<file path="src/rtl/gaze_dwell_region_detector_core_assert.svh">
// ----------------------------------------------------------------------------
// gaze dwell region detector assertion macros
// shared property wrappers for the detector core
// ----------------------------------------------------------------------------
`ifndef GAZE_DWELL_REGION_DETECTOR_CORE_ASSERT_SVH
`define GAZE_DWELL_REGION_DETECTOR_CORE_ASSERT_SVH

// same-cycle implication, quiet while reset is held
`define GDRD_ASSERT_IMPLIES(label, clk, rst_n, ante, cons, msg) \
    label: assert property (@(posedge clk) disable iff (!rst_n) (ante) |-> (cons)) \
        else $error(msg);

// next-cycle implication, quiet while reset is held
`define GDRD_ASSERT_NEXT(label, clk, rst_n, ante, cons, msg) \
    label: assert property (@(posedge clk) disable iff (!rst_n) (ante) |=> (cons)) \
        else $error(msg);

`endif

</file>
<file path="src/rtl/gdrd_pkg.sv">
// ----------------------------------------------------------------------------
// gdrd_pkg
// types, codes and constants of the gaze dwell region detector
// ----------------------------------------------------------------------------
package gdrd_pkg;

    typedef enum logic [1:0] {
        S_IDLE,
        S_SCAN,
        S_EMIT
    } t_state;

    typedef enum logic [1:0] {
        PH_SLEEPING  = 2'd0,
        PH_INITIATED = 2'd1,
        PH_FINISHED  = 2'd2
    } t_phase;

    typedef enum logic [1:0] {
        EV_START = 2'd0,
        EV_STOP  = 2'd1,
        EV_ABORT = 2'd2
    } t_event_kind;

    // request opcodes
    localparam logic OP_SAMPLE = 1'b0;
    localparam logic OP_REGION = 1'b1;

    // configuration register indexes
    localparam int          CFG_IDX_W          = 2;
    localparam logic [1:0]  REG_REGION_COUNT   = 2'd0;
    localparam logic [1:0]  REG_START_DWELL    = 2'd1;
    localparam logic [1:0]  REG_COMPLETE_DWELL = 2'd2;

    // start dwell defaults to 0.33 of the default completion dwell
    localparam logic [31:0] COMPLETE_DWELL_RESET = 32'd1000;
    localparam logic [31:0] START_DWELL_RESET    = 32'd330;

    // slots reachable through the 4-bit slot field
    localparam int MAX_SLOTS = 16;

    function automatic int addr_width(input int depth);
        return (depth > 1) ? $clog2(depth) : 1;
    endfunction

endpackage

</file>
<file path="src/rtl/gdrd_ram.sv">
// ----------------------------------------------------------------------------
// gdrd_ram
// generic single-write, single-read ram with registered read data
// ----------------------------------------------------------------------------
module gdrd_ram #(
    parameter int WIDTH = 32,
    parameter int DEPTH = 16
) (
    input  logic                                 i_clk,
    input  logic                                 i_we,
    input  logic [gdrd_pkg::addr_width(DEPTH)-1:0] i_waddr,
    input  logic [WIDTH-1:0]                     i_wdata,
    input  logic                                 i_re,
    input  logic [gdrd_pkg::addr_width(DEPTH)-1:0] i_raddr,
    output logic [WIDTH-1:0]                     o_rdata
);

    logic [WIDTH-1:0] r_mem [DEPTH];
    logic [WIDTH-1:0] r_rdata;

    always_ff @(posedge i_clk) begin
        if (i_we) begin
            r_mem[i_waddr] <= i_wdata;
        end
        if (i_re) begin
            r_rdata <= r_mem[i_raddr];
        end
    end

    assign o_rdata = r_rdata;

endmodule

</file>
<file path="src/rtl/gaze_dwell_region_detector_core.sv">
// ----------------------------------------------------------------------------
// gaze_dwell_region_detector_core
// dwell-time selection of rectangular screen regions from gaze samples
// ----------------------------------------------------------------------------
// usage
//   requests enter on start while busy is low; op selects a region write
//   (rectangle into one slot, clears that slot's gaze state) or a gaze sample
//   region writes finish in the accepting cycle and leave busy low
//   a valid gaze sample walks the active slots, one slot per cycle, through
//   the rectangle and dwell-start rams (one read port each, registered reads)
//   events leave on o_event_* with o_event_valid high for one cycle each:
//   starts, then stops, then aborts, each group in slot order, o_last_event
//   marks the final one of the sample
//   at most 16 slots are active; after the walk the events are issued one
//   per cycle, and a sample with no event still passes once through emit;
//   busy stays high through walk and emit, so samples do not overlap
//   invalid samples and samples with no active slot are taken and dropped
//   the receiver cannot stall; events are never held back
//   reset (synchronous, active low) returns all slots to sleeping and not
//   gazed and restores the register defaults; rectangles are not cleared
//   the user, not the block, ensures configuration is written only while idle
// ----------------------------------------------------------------------------
module gaze_dwell_region_detector_core #(
    parameter int REGIONS = 16
) (
    input  logic                         i_clk,
    input  logic                         i_rst_n,
    // configuration
    input  logic                         i_cfg_we,
    input  logic [gdrd_pkg::CFG_IDX_W-1:0] i_cfg_idx,
    input  logic [31:0]                  i_cfg_data,
    // request channel
    input  logic                         start,
    output logic                         busy,
    input  logic                         i_op,
    input  logic                         i_sample_valid,
    input  logic [15:0]                  i_gaze_x,
    input  logic [15:0]                  i_gaze_y,
    input  logic [31:0]                  i_timestamp_ms,
    input  logic [3:0]                   i_region_slot,
    input  logic [15:0]                  i_rect_left,
    input  logic [15:0]                  i_rect_top,
    input  logic [15:0]                  i_rect_right,
    input  logic [15:0]                  i_rect_bottom,
    // event channel
    output logic                         o_event_valid,
    output gdrd_pkg::t_event_kind        o_event_kind,
    output logic [3:0]                   o_event_region,
    output logic                         o_last_event
);

    import gdrd_pkg::*;

    // slots that can be stored and addressed
    localparam int         SLOTS     = (REGIONS < MAX_SLOTS) ? REGIONS : MAX_SLOTS;
    localparam int         IDX_W     = addr_width(SLOTS);
    localparam logic [4:0] SLOTS_CNT = 5'(SLOTS);

    // ------------------------------------------------------------------
    // configuration registers
    // ------------------------------------------------------------------
    logic [4:0]  r_count;
    logic [31:0] r_start_ms;
    logic [31:0] r_comp_ms;

    always_ff @(posedge i_clk) begin
        if (!i_rst_n) begin
            r_count    <= '0;
            r_start_ms <= START_DWELL_RESET;
            r_comp_ms  <= COMPLETE_DWELL_RESET;
        end else if (i_cfg_we) begin
            case (i_cfg_idx)
                REG_REGION_COUNT:   r_count    <= i_cfg_data[4:0];
                REG_START_DWELL:    r_start_ms <= i_cfg_data;
                REG_COMPLETE_DWELL: r_comp_ms  <= i_cfg_data;
                default: ;
            endcase
        end
    end

    // number of slots walked per sample
    logic [4:0] active_cnt;
    assign active_cnt = (r_count > SLOTS_CNT) ? SLOTS_CNT : r_count;

    // ------------------------------------------------------------------
    // request decode
    // ------------------------------------------------------------------
    t_state r_state, n_state;

    logic accept;
    logic accept_region;
    logic accept_sample;
    logic region_in_range;

    assign busy            = (r_state != S_IDLE);
    assign accept          = start && !busy;
    assign region_in_range = ({1'b0, i_region_slot} < SLOTS_CNT);
    assign accept_region   = accept && (i_op == OP_REGION) && region_in_range;
    // a sample only starts a walk when it is valid and some slot is active
    assign accept_sample   = accept && (i_op == OP_SAMPLE) && i_sample_valid
                             && (active_cnt != 5'd0);

    // latched sample
    logic [15:0] r_gx;
    logic [15:0] r_gy;
    logic [31:0] r_ts;

    always_ff @(posedge i_clk) begin
        if (accept_sample) begin
            r_gx <= i_gaze_x;
            r_gy <= i_gaze_y;
            r_ts <= i_timestamp_ms;
        end
    end

    // ------------------------------------------------------------------
    // slot walk index and ram read side
    // ------------------------------------------------------------------
    logic [IDX_W-1:0] r_idx;
    logic             last_slot;
    logic             scan_en;
    logic             emit_en;
    logic             rd_en;
    logic [IDX_W-1:0] rd_addr;

    // r_idx is the slot whose ram data is on the read ports
    assign last_slot = ((5'(r_idx) + 5'd1) == active_cnt);
    assign rd_en     = accept_sample || (scan_en && !last_slot);
    assign rd_addr   = accept_sample ? '0 : (r_idx + 1'b1);

    always_ff @(posedge i_clk) begin
        if (!i_rst_n) begin
            r_idx <= '0;
        end else if (accept_sample) begin
            r_idx <= '0;
        end else if (scan_en && !last_slot) begin
            r_idx <= r_idx + 1'b1;
        end
    end

    // rectangle store: {bottom, right, top, left}
    logic [63:0] rect_q;
    logic [31:0] dst_q;
    logic        dst_we;

    gdrd_ram #(
        .WIDTH (64),
        .DEPTH (SLOTS)
    ) u_rect_ram (
        .i_clk   (i_clk),
        .i_we    (accept_region),
        .i_waddr (IDX_W'(i_region_slot)),
        .i_wdata ({i_rect_bottom, i_rect_right, i_rect_top, i_rect_left}),
        .i_re    (rd_en),
        .i_raddr (rd_addr),
        .o_rdata (rect_q)
    );

    // dwell start time store, written when a slot becomes gazed
    gdrd_ram #(
        .WIDTH (32),
        .DEPTH (SLOTS)
    ) u_dwell_ram (
        .i_clk   (i_clk),
        .i_we    (dst_we),
        .i_waddr (r_idx),
        .i_wdata (r_ts),
        .i_re    (rd_en),
        .i_raddr (rd_addr),
        .o_rdata (dst_q)
    );

    // ------------------------------------------------------------------
    // per-slot gaze state (reset to sleeping, not gazed)
    // ------------------------------------------------------------------
    logic [SLOTS-1:0] r_gazed;
    t_phase           r_phase [SLOTS];

    logic   cur_gazed;
    t_phase cur_phase;
    logic   in_rect;
    logic [31:0] dwell;
    logic   dwell_ge_start;
    logic   dwell_lt_comp;
    logic   upd_gazed;
    t_phase upd_phase;
    logic   ev_start;
    logic   ev_stop;
    logic   ev_abort;

    assign cur_gazed = r_gazed[r_idx];
    assign cur_phase = r_phase[r_idx];

    // inclusive edges; an inverted rectangle holds no point
    assign in_rect = (r_gx >= rect_q[15:0])  && (r_gx <= rect_q[47:32])
                  && (r_gy >= rect_q[31:16]) && (r_gy <= rect_q[63:48]);

    // wrapping dwell
    assign dwell          = r_ts - dst_q;
    assign dwell_ge_start = (dwell >= r_start_ms);
    assign dwell_lt_comp  = (dwell < r_comp_ms);

    always_comb begin
        upd_gazed = cur_gazed;
        upd_phase = cur_phase;
        ev_start  = 1'b0;
        ev_stop   = 1'b0;
        ev_abort  = 1'b0;
        dst_we    = 1'b0;
        if (in_rect) begin
            if (cur_gazed) begin
                if (cur_phase == PH_SLEEPING && dwell_ge_start && dwell_lt_comp) begin
                    upd_phase = PH_INITIATED;
                    ev_start  = 1'b1;
                end else if (cur_phase == PH_INITIATED && !dwell_lt_comp) begin
                    upd_phase = PH_FINISHED;
                    ev_stop   = 1'b1;
                end
            end else begin
                // first gazed sample opens the dwell
                upd_gazed = 1'b1;
                dst_we    = scan_en;
            end
        end else if (cur_gazed) begin
            // leaving an initiated region aborts it
            ev_abort  = (cur_phase == PH_INITIATED);
            upd_gazed = 1'b0;
            upd_phase = PH_SLEEPING;
        end
    end

    always_ff @(posedge i_clk) begin
        if (!i_rst_n) begin
            r_gazed <= '0;
            for (int i = 0; i < SLOTS; i++) begin
                r_phase[i] <= PH_SLEEPING;
            end
        end else if (accept_region) begin
            r_gazed[IDX_W'(i_region_slot)] <= 1'b0;
            r_phase[IDX_W'(i_region_slot)] <= PH_SLEEPING;
        end else if (scan_en) begin
            r_gazed[r_idx] <= upd_gazed;
            r_phase[r_idx] <= upd_phase;
        end
    end

    // ------------------------------------------------------------------
    // event masks: one bit per slot for each event group
    // ------------------------------------------------------------------
    logic [SLOTS-1:0] r_start_mask;
    logic [SLOTS-1:0] r_stop_mask;
    logic [SLOTS-1:0] r_abort_mask;

    logic [SLOTS-1:0] sel_mask;
    logic [SLOTS-1:0] sel_low;
    t_event_kind      sel_kind;
    logic [IDX_W-1:0] emit_idx;
    logic             emit_any;
    logic             emit_last;

    assign emit_any = (|r_start_mask) || (|r_stop_mask) || (|r_abort_mask);

    // pick the lowest pending slot of the first non-empty group
    always_comb begin
        if (|r_start_mask) begin
            sel_mask  = r_start_mask;
            sel_kind  = EV_START;
        end else if (|r_stop_mask) begin
            sel_mask  = r_stop_mask;
            sel_kind  = EV_STOP;
        end else begin
            sel_mask  = r_abort_mask;
            sel_kind  = EV_ABORT;
        end
        sel_low  = sel_mask & (~sel_mask + 1'b1);
        emit_idx = '0;
        for (int i = 0; i < SLOTS; i++) begin
            if (sel_low[i]) begin
                emit_idx = emit_idx | IDX_W'(i);
            end
        end
        case (sel_kind)
            EV_START: emit_last = ((sel_mask & ~sel_low) == '0)
                                  && (r_stop_mask == '0) && (r_abort_mask == '0);
            EV_STOP:  emit_last = ((sel_mask & ~sel_low) == '0) && (r_abort_mask == '0);
            default:  emit_last = ((sel_mask & ~sel_low) == '0);
        endcase
    end

    always_ff @(posedge i_clk) begin
        if (!i_rst_n) begin
            r_start_mask <= '0;
            r_stop_mask  <= '0;
            r_abort_mask <= '0;
        end else if (accept_sample) begin
            r_start_mask <= '0;
            r_stop_mask  <= '0;
            r_abort_mask <= '0;
        end else if (scan_en) begin
            if (ev_start) r_start_mask[r_idx] <= 1'b1;
            if (ev_stop)  r_stop_mask[r_idx]  <= 1'b1;
            if (ev_abort) r_abort_mask[r_idx] <= 1'b1;
        end else if (emit_en) begin
            case (sel_kind)
                EV_START: r_start_mask <= r_start_mask & ~sel_low;
                EV_STOP:  r_stop_mask  <= r_stop_mask & ~sel_low;
                default:  r_abort_mask <= r_abort_mask & ~sel_low;
            endcase
        end
    end

    // ------------------------------------------------------------------
    // sequencer
    // ------------------------------------------------------------------
    always_ff @(posedge i_clk) begin
        if (!i_rst_n) begin
            r_state <= S_IDLE;
        end else begin
            r_state <= n_state;
        end
    end

    always_comb begin
        n_state = r_state;
        case (r_state)
            S_IDLE: begin
                if (accept_sample) n_state = S_SCAN;
            end
            S_SCAN: begin
                if (last_slot) n_state = S_EMIT;
            end
            S_EMIT: begin
                if (!emit_any || emit_last) n_state = S_IDLE;
            end
            default: n_state = S_IDLE;
        endcase
    end

    always_comb begin
        scan_en = 1'b0;
        emit_en = 1'b0;
        case (r_state)
            S_SCAN:  scan_en = 1'b1;
            S_EMIT:  emit_en = emit_any;
            default: ;
        endcase
    end

    // ------------------------------------------------------------------
    // event output register
    // ------------------------------------------------------------------
    logic        r_ev_valid;
    t_event_kind r_ev_kind;
    logic [3:0]  r_ev_region;
    logic        r_ev_last;

    always_ff @(posedge i_clk) begin
        if (!i_rst_n) begin
            r_ev_valid <= 1'b0;
        end else begin
            r_ev_valid <= emit_en;
        end
    end

    always_ff @(posedge i_clk) begin
        if (emit_en) begin
            r_ev_kind   <= sel_kind;
            r_ev_region <= 4'(emit_idx);
            r_ev_last   <= emit_last;
        end
    end

    assign o_event_valid  = r_ev_valid;
    assign o_event_kind   = r_ev_kind;
    assign o_event_region = r_ev_region;
    assign o_last_event   = r_ev_last;

    // ------------------------------------------------------------------
    // assertions
    // ------------------------------------------------------------------
`include "gaze_dwell_region_detector_core_assert.svh"

    `GDRD_ASSERT_IMPLIES(a_event_from_emit, i_clk, i_rst_n, r_ev_valid,
        $past(r_state == S_EMIT), "event strobe outside emit")
    `GDRD_ASSERT_NEXT(a_last_ends_sample, i_clk, i_rst_n, (emit_en && emit_last),
        (r_state == S_IDLE && r_ev_valid && r_ev_last),
        "last event did not close the sample")
    `GDRD_ASSERT_IMPLIES(a_masks_disjoint, i_clk, i_rst_n, 1'b1,
        (((r_start_mask & r_stop_mask) | (r_start_mask & r_abort_mask)
          | (r_stop_mask & r_abort_mask)) == '0), "slot in two event groups")
    `GDRD_ASSERT_IMPLIES(a_phase_needs_gaze, i_clk, i_rst_n, scan_en,
        (cur_phase == PH_SLEEPING || cur_gazed), "active phase on slot that is not gazed")

endmodule

</file>
<file path="config.mk">
export PLATFORM = sky130hd
export DESIGN_NAME = gaze_dwell_region_detector_core
export DESIGN_NICKNAME = d
export VERILOG_FILES = /design/src/rtl/gdrd_pkg.sv /design/src/rtl/gdrd_ram.sv /design/src/rtl/gaze_dwell_region_detector_core.sv
export VERILOG_INCLUDE_DIRS = /design/src /design/src/rtl
export SDC_FILE = /design/constraint.sdc
export NUM_CORES = 2
export LEC_CHECK = 0
export ABC_AREA = 1
export BUFFER_PORTS_ARGS = -buffer_cell sky130_fd_sc_hd__buf_4
export CORE_ASPECT_RATIO = 0.7
export CORE_UTILIZATION = 35
export DETAILED_ROUTE_END_ITERATION = 10
export PLACE_DENSITY = 0.51
export SYNTH_ARGS = -nofsm -noshare
export SYNTH_HDL_FRONTEND = slang
export SYNTH_SLANG_ARGS = --single-unit
</file>
<file path="constraint.sdc">
create_clock -name i_clk -period 4.65 [get_ports i_clk]
set_clock_uncertainty 0.2 [all_clocks]
set_input_delay 0.2325 -clock i_clk [delete_from_list [all_inputs] [get_ports i_clk]]
set_output_delay 0.2325 -clock i_clk [all_outputs]
set_load 0.01 [all_outputs]
</file>
Yosys cells after proc, flatten, opt, wreduce, memory -nomap -nowiden. Memories as Yosys holds them, arrays and structs flattened. A register that Yosys moved wholly into a read port is not among the register bits. Cells that the tools add are included.

Bits in registers: 211. Latch bits: 0. RAM bits: 1568. Memory bits (read-only): 0. Bits of input ports: 172. Output and inout port bits: 9. Word-level logic and storage cells: 201. Memories kept: 3.

Memory list: u_rect_ram.r_mem (depth 16, bits a word 64, rd ports 1, clocked after memory_dff 1, wr ports 1, RTL line gdrd_ram.sv:18) `logic [WIDTH-1:0] r_mem [DEPTH];`; u_dwell_ram.r_mem (depth 16, bits a word 32, rd ports 1, clocked after memory_dff 1, wr ports 1, RTL line gdrd_ram.sv:18); r_phase (depth 16, bits a word 2, rd ports 1, clocked after memory_dff 1, wr ports 16, RTL line gaze_dwell_region_detector_core.sv:177) `t_phase r_phase [SLOTS];`.

Add/subtract/negate cells: 4. $mul: 0. Div/mod/pow operators: 0. Magnitude comparators: 11. Eq/ne operators: 14. Shifts and indexed selects: 0. Mux-type cells: 81. Bitwise operators: 14. Reduce and logical (&&, ||, !) cells: 55.

Operators with widths (count): $mux W16 (16); $and A16 B16 Y16 (6); $logic_not A16 Y1 (3); $not A16 Y16 (3); $or A16 B16 Y16 (3); $reduce_or A16 Y1 (3); $mux W1 (33); $ge A16 B16 Y1 (2); $ge A32 B32 Y1 (1); $le A16 B16 Y1 (2); $lt A32 B32 Y1 (1); $mux W2 (16); $sub A32 B32 Y32 (1); $mux W4 (5); $logic_and A1 B1 Y1 (17); $add A16 B1 Y16 const B (1); $bwmux W16 (1); $mux W3 (4); $reduce_and A3 Y1 (4); $lt A4 B5 Y1 const B (2); $reduce_bool A2 Y1 (5); $reduce_or A2 Y1 (5); $demux W1 S4 (2); $eq A2 B1 Y1 const B (4); 20 further kinds (39).

Longest topological paths before layout.
Depth after elaboration: 17. Mapped depth: 31. Mapped depth without buffers: 31.

Cells and area by module. From an unflattened synthesis, not the netlist that was laid out.

Cells, all modules: 8393. Area total of the unflattened synthesis: 84830.1 um^2.

By module, submodules not included: gdrd_ram at u_rect_ram (instances 1, cells each 4210, area each 45926.5 um^2, seq. area each 32671.3 um^2); gdrd_ram at u_dwell_ram (instances 1, cells each 2120, area each 23050.9 um^2, seq. area each 16335.7 um^2); gaze_dwell_region_detector_core (instances 1, cells each 2063, area each 15852.7 um^2, seq. area each 5975.7 um^2).

Worst setup path after synthesis. No wires, ideal clock.

Kind: reg-to-reg. Start point: register r_state[1]. End point: register u_dwell_ram.r_rdata[0], in the netlist u_dwell_ram.o_rdata[0] (read register of u_dwell_ram.r_mem) (enable). Setup time: 0.458 ns. Arrival time: 4.452 ns. Required time: 3.992 ns. Slack: -0.460 ns. Cell stages (with the launch flop): 8. Buffers on the path: 2. Clock period less this slack: 5.110 ns. Path through: dfxtp_1 nor2_2 nand4_1 a21oi_4 inv_2 buf_2 buf_1 nand2_1.

Word-level cells in the longest chain between the ends: 7. Elaborated cells on any way between the ends: 11. Classes of those cells: eq/ne (1); mux (2); reduce/logical (8).

Ends and longest elaborated chain: from (decl) (RTL line gaze_dwell_region_detector_core.sv:88) `t_state r_state, n_state;`; from (signal assigned) (RTL line gaze_dwell_region_detector_core.sv:319) `r_state <= n_state;`; $reduce_bool A2 Y1 (RTL line gaze_dwell_region_detector_core.sv:95) `assign busy = (r_state != S_IDLE);`; $logic_not A1 Y1 (RTL line gaze_dwell_region_detector_core.sv:96) `assign accept = start && !busy;`; $logic_and A1 B1 Y1 (RTL line gaze_dwell_region_detector_core.sv:96); $logic_and A1 B1 Y1 (2 in series) (RTL line gaze_dwell_region_detector_core.sv:100) `assign accept_sample = accept && (i_op == OP_SAMPLE) && i_sample_valid`; $logic_and A1 B1 Y1 (RTL line gaze_dwell_region_detector_core.sv:101) `&& (active_cnt != 5'd0);`; via accept_sample (RTL line gaze_dwell_region_detector_core.sv:92) `logic accept_sample;`; $logic_or A1 B1 Y1 (RTL line gaze_dwell_region_detector_core.sv:128) `assign rd_en = accept_sample || (scan_en && !last_slot);`; via rd_en (RTL line gaze_dwell_region_detector_core.sv:123) `logic rd_en;`; to (decl) (RTL line gdrd_ram.sv:19) `logic [WIDTH-1:0] r_rdata;`.

The timed path passes the listed nets, and every way through them passes these cells. A chain may end at the register's enable or synchronous reset.

==> impl_metrics.toml <==
[sta]
fmax_mhz = 214
slew_headroom_pct = 17.5
finalCriticalPeriod_ns = 4.67
drv_slew = 0
hold_viol = 0
setup_ws_ns = -0.0191
setup_viol = 12
fin_crit_sh_pct = 100
tightestPinTransition_ns = 1.23
rsz0062_at_grt = "true"

[floorplanning]
die_x_um = 568
die_h_um = 398
row_count = 145
start_util_pct = 35.2
dieArea_um2 = 226000
coreArea_um2 = 223000
pin_count = 181

[synth]
synth_top_flop_cell = "edfxtp_1"
synth.top_cell.area_share_pct = 66.3
avgSynthCellArea_um2 = 12.7
syn-num-nets = 6507
ys_seq_area_share_pct = 70.0
yosysWarnings = 0
synth_cell_type_count = 57
ys_async_sr_fraction_pct = 0
synth_edf_count = 1735
synth_top_area_cell = "edfxtp_1"
ys_top_cells_by_area = "edfxtp_1, o221ai_1, dfxtp_1"
syn_inst = 6172
synth_seq_cells = 1879
synth.cell_area_um2 = 78500

[power_and_ir_drop]
p_switching_uw = 8880
irDropWorstVdd_mv = 0.285
power_frac_clock_pct = 40.5
p_leak_uw = 0.0325
p_comb_share_pct = 9.3
seqPwrFrac_pct = 50.3
p_sw_share_pct = 23.9
power_density_nw_per_um2 = 392
total_power_uw = 37200
internal_power_uw = 28300

[cts]
clkSlewWorstSetupHoldPaths_ns = 0.06
htreeDepth = 4
cts_made_buffers = 195
cts-root-buf = "clkbuf_16"
clk_path_buf_depth = 4
worstSkewPairLatency_ns = 0.88
clock_sinks = 1879
cts_tree = "yes"

[cells_and_area]
final_cell_mix = "edfxtp_1, nand2_1, inv_1"
layout_commonest_cell = "edfxtp_1"
layout-drive-gt1-share_pct = 13.6
final_cells = 9822
final_nets = 7065
area_delta_synth_final_pct = 20.7
fin_area_um2 = 94800

[global_routing]
overflow = 0
grt_pass1_wl_um = 355000
grt_antenna_before_repair = 33
grt_max_degree = 151
grt_pass1_vias = 51108
grt_usage_pct = 21.1

[critical_path]
r2r_start = "r_ts[0]$_DFFE_PP_"
critPathRequiredTime_ns = 4.99
start_kind = "flip-flop"
cp_data_arrival_time_ns = 5.01
slowest_stage = "edfxtp_1"
rr_worst_depth = 31
end_kind = "flip-flop"
crit_top_cell = "nand2_2"
critPathMaxStageDelay_ns = 0.41
r2r_setup_slack_ns = -0.02
crit_type = "reg2reg"
worstReg2RegEnd = "r_phase[0][0]$_SDFFCE_PN0P_"
path_max_fanout = 8

[min_path]
min_to = "r_ts[6]$_DFFE_PP_"
hp-class = "in2reg"
worstHoldStart = "i_timestamp_ms[6]"
hold_depth = 2

[placement]
io_buffers = 180
dp_cells = 9173
dpl.hpwl_um = 140000
place_area_um2 = 85100
place_congestion = 0.872

[route]
drtAntennaViolNets = 0
post-route-drc-count = 0
dr.pass1.iters = 6
drt_iter0_markers = 5858
viasPerCell = 5.48
wirelength_um = 245000
wl_per_cell_um = 24.9
via_count = 53838

[run_status]
outcome = "complete, but fails checks"
violations = "setup timing"

[run]
maxCapViolations = 0
==> synthesized netlist by cell type (all sizes together), types with 5 or more instances <==
library cell,count
a21boi,5
a21oi,369
a31oi,25
buf,163
clkbuf,235
dfxtp,144
edfxtp,1735
ha,162
inv,547
mux2i,8
nand2,702
nand3,474
nand4,30
nor2,475
nor3,30
nor4,18
o211ai,216
o21a,7
o21ai,186
o221ai,387
o311ai,192
xnor2,10
xor2,26
==> power groups by stage <==
stage	logic (uW)	registers, uW	clock network (uW)
after floorplan	1720	19100	0
after global placement	3090	19100	0
after detailed placement	3120	19100	0
after CTS	3370	18700	15300
after global routing	3770	18700	16000
final	3450	18700	15100
==> cell type report <==
type	count	area, um2
Sequential cell	1879	55000
Timing Repair Buffer	758	7360
Tap cell	2940	3680
Clock inverter	92	781
Multi-Input combinational cell	3347	20700
Clock buffer	253	5190
Antenna cell	4	10.0
Fill cell	20560	128000
Inverter	549	2100
==> logic make-up after synthesis <==
family	Yosys count	share of synthesized area [%]
DFF	1879	70.0
and+or+nand+nor	1736	9.47
AOI/OAI and AO/OA	1403	12.6
buffers and inverters	947	4.84
adders and majority gates	163	2.61
xor gates and xnor gates	36	0.401
muxes	8	0.102
==> worst max-delay path, delay by kind of cell (launching register included) <==
| kind | cells | cell delay (ns) |
|---|---|---|
| adders and majority gates | 3 | 0.81 |
| AOI/OAI and AO/OA | 4 | 0.51 |
| and+or+nand+nor | 17 | 1.64 |
| xor gates and xnor gates | 1 | 0.19 |
| buffers and inverters | 6 | 0.60 |
| DFF | 1 | 0.41 |
==> worst max-delay path by stage <==
| stage | slack, ns | end | depth (start not counted) | from |
|---|---|---|---|---|
| 6_report | -0.02 | r_phase[0][0]$_SDFFCE_PN0P_ | 31 | r_ts[0]$_DFFE_PP_ |
| 3_3_place_gp | -0.39 | r_start_mask[12]$_SDFFE_PP0P_ | 32 | r_ts[0]$_DFFE_PP_ |
| 4_1_cts | -0.08 | r_phase[1][0]$_SDFFCE_PN0P_ | 27 | r_ts[0]$_DFFE_PP_ |
| 3_5_place_dp | -0.45 | r_phase[12][1]$_SDFFCE_PN0P_ | 30 | r_ts[0]$_DFFE_PP_ |
| 5_1_grt | -0.27 | r_phase[7][0]$_SDFFCE_PN0P_ | 28 | r_ts[2]$_DFFE_PP_ |
| 2_1_floorplan | -0.08 | u_rect_ram.r_mem[0][0]$_DFFE_PP_ | 7 | r_state[1]$_SDFFE_PN0P_ |
==> per-layer routing <==
metal	track usage [%]	wire length (um)
met5	0	105
met4	4.57	4790
met3	4.00	19600
met2	30.7	104000
met1	32.5	116000
==> through the flow <==
stage	hold slack (ns)	setup slack (ns)	util, %	setup TNS, ns
2_1_floorplan	0.131	-0.0820	-	-83.62
3_3_place_gp	0.211	-0.389	38.1	-19.70
3_5_place_dp	0.212	-0.446	38.1	-22.63
4_1_cts	0.000123	-0.0801	42.2	-2.29
5_1_grt	0.0308	-0.265	42.5	-13.77
6_report	0.0195	-0.0191	42.5	-0.104
==> state kept, by name (all words and copies together) (netlist names), 32 cells and up, named ones only <==
register	flops
u_rect_ram.r_mem	1024
u_dwell_ram.r_mem	512
u_rect_ram.o_rdata	64
r_comp_ms	32
r_phase	32
r_start_ms	32
r_ts	32
u_dwell_ram.o_rdata	32
==> timing repair <==
action,4_1_cts,5_1_grt
setup endpoints to repair,64,64
setup buffers,7,7
resized for setup,56,106
pin swaps,32,37
cloned,2,3
hold buffers,281,0
hold endpoints to repair,1256,0
Power figures use the tool's default switching activity.
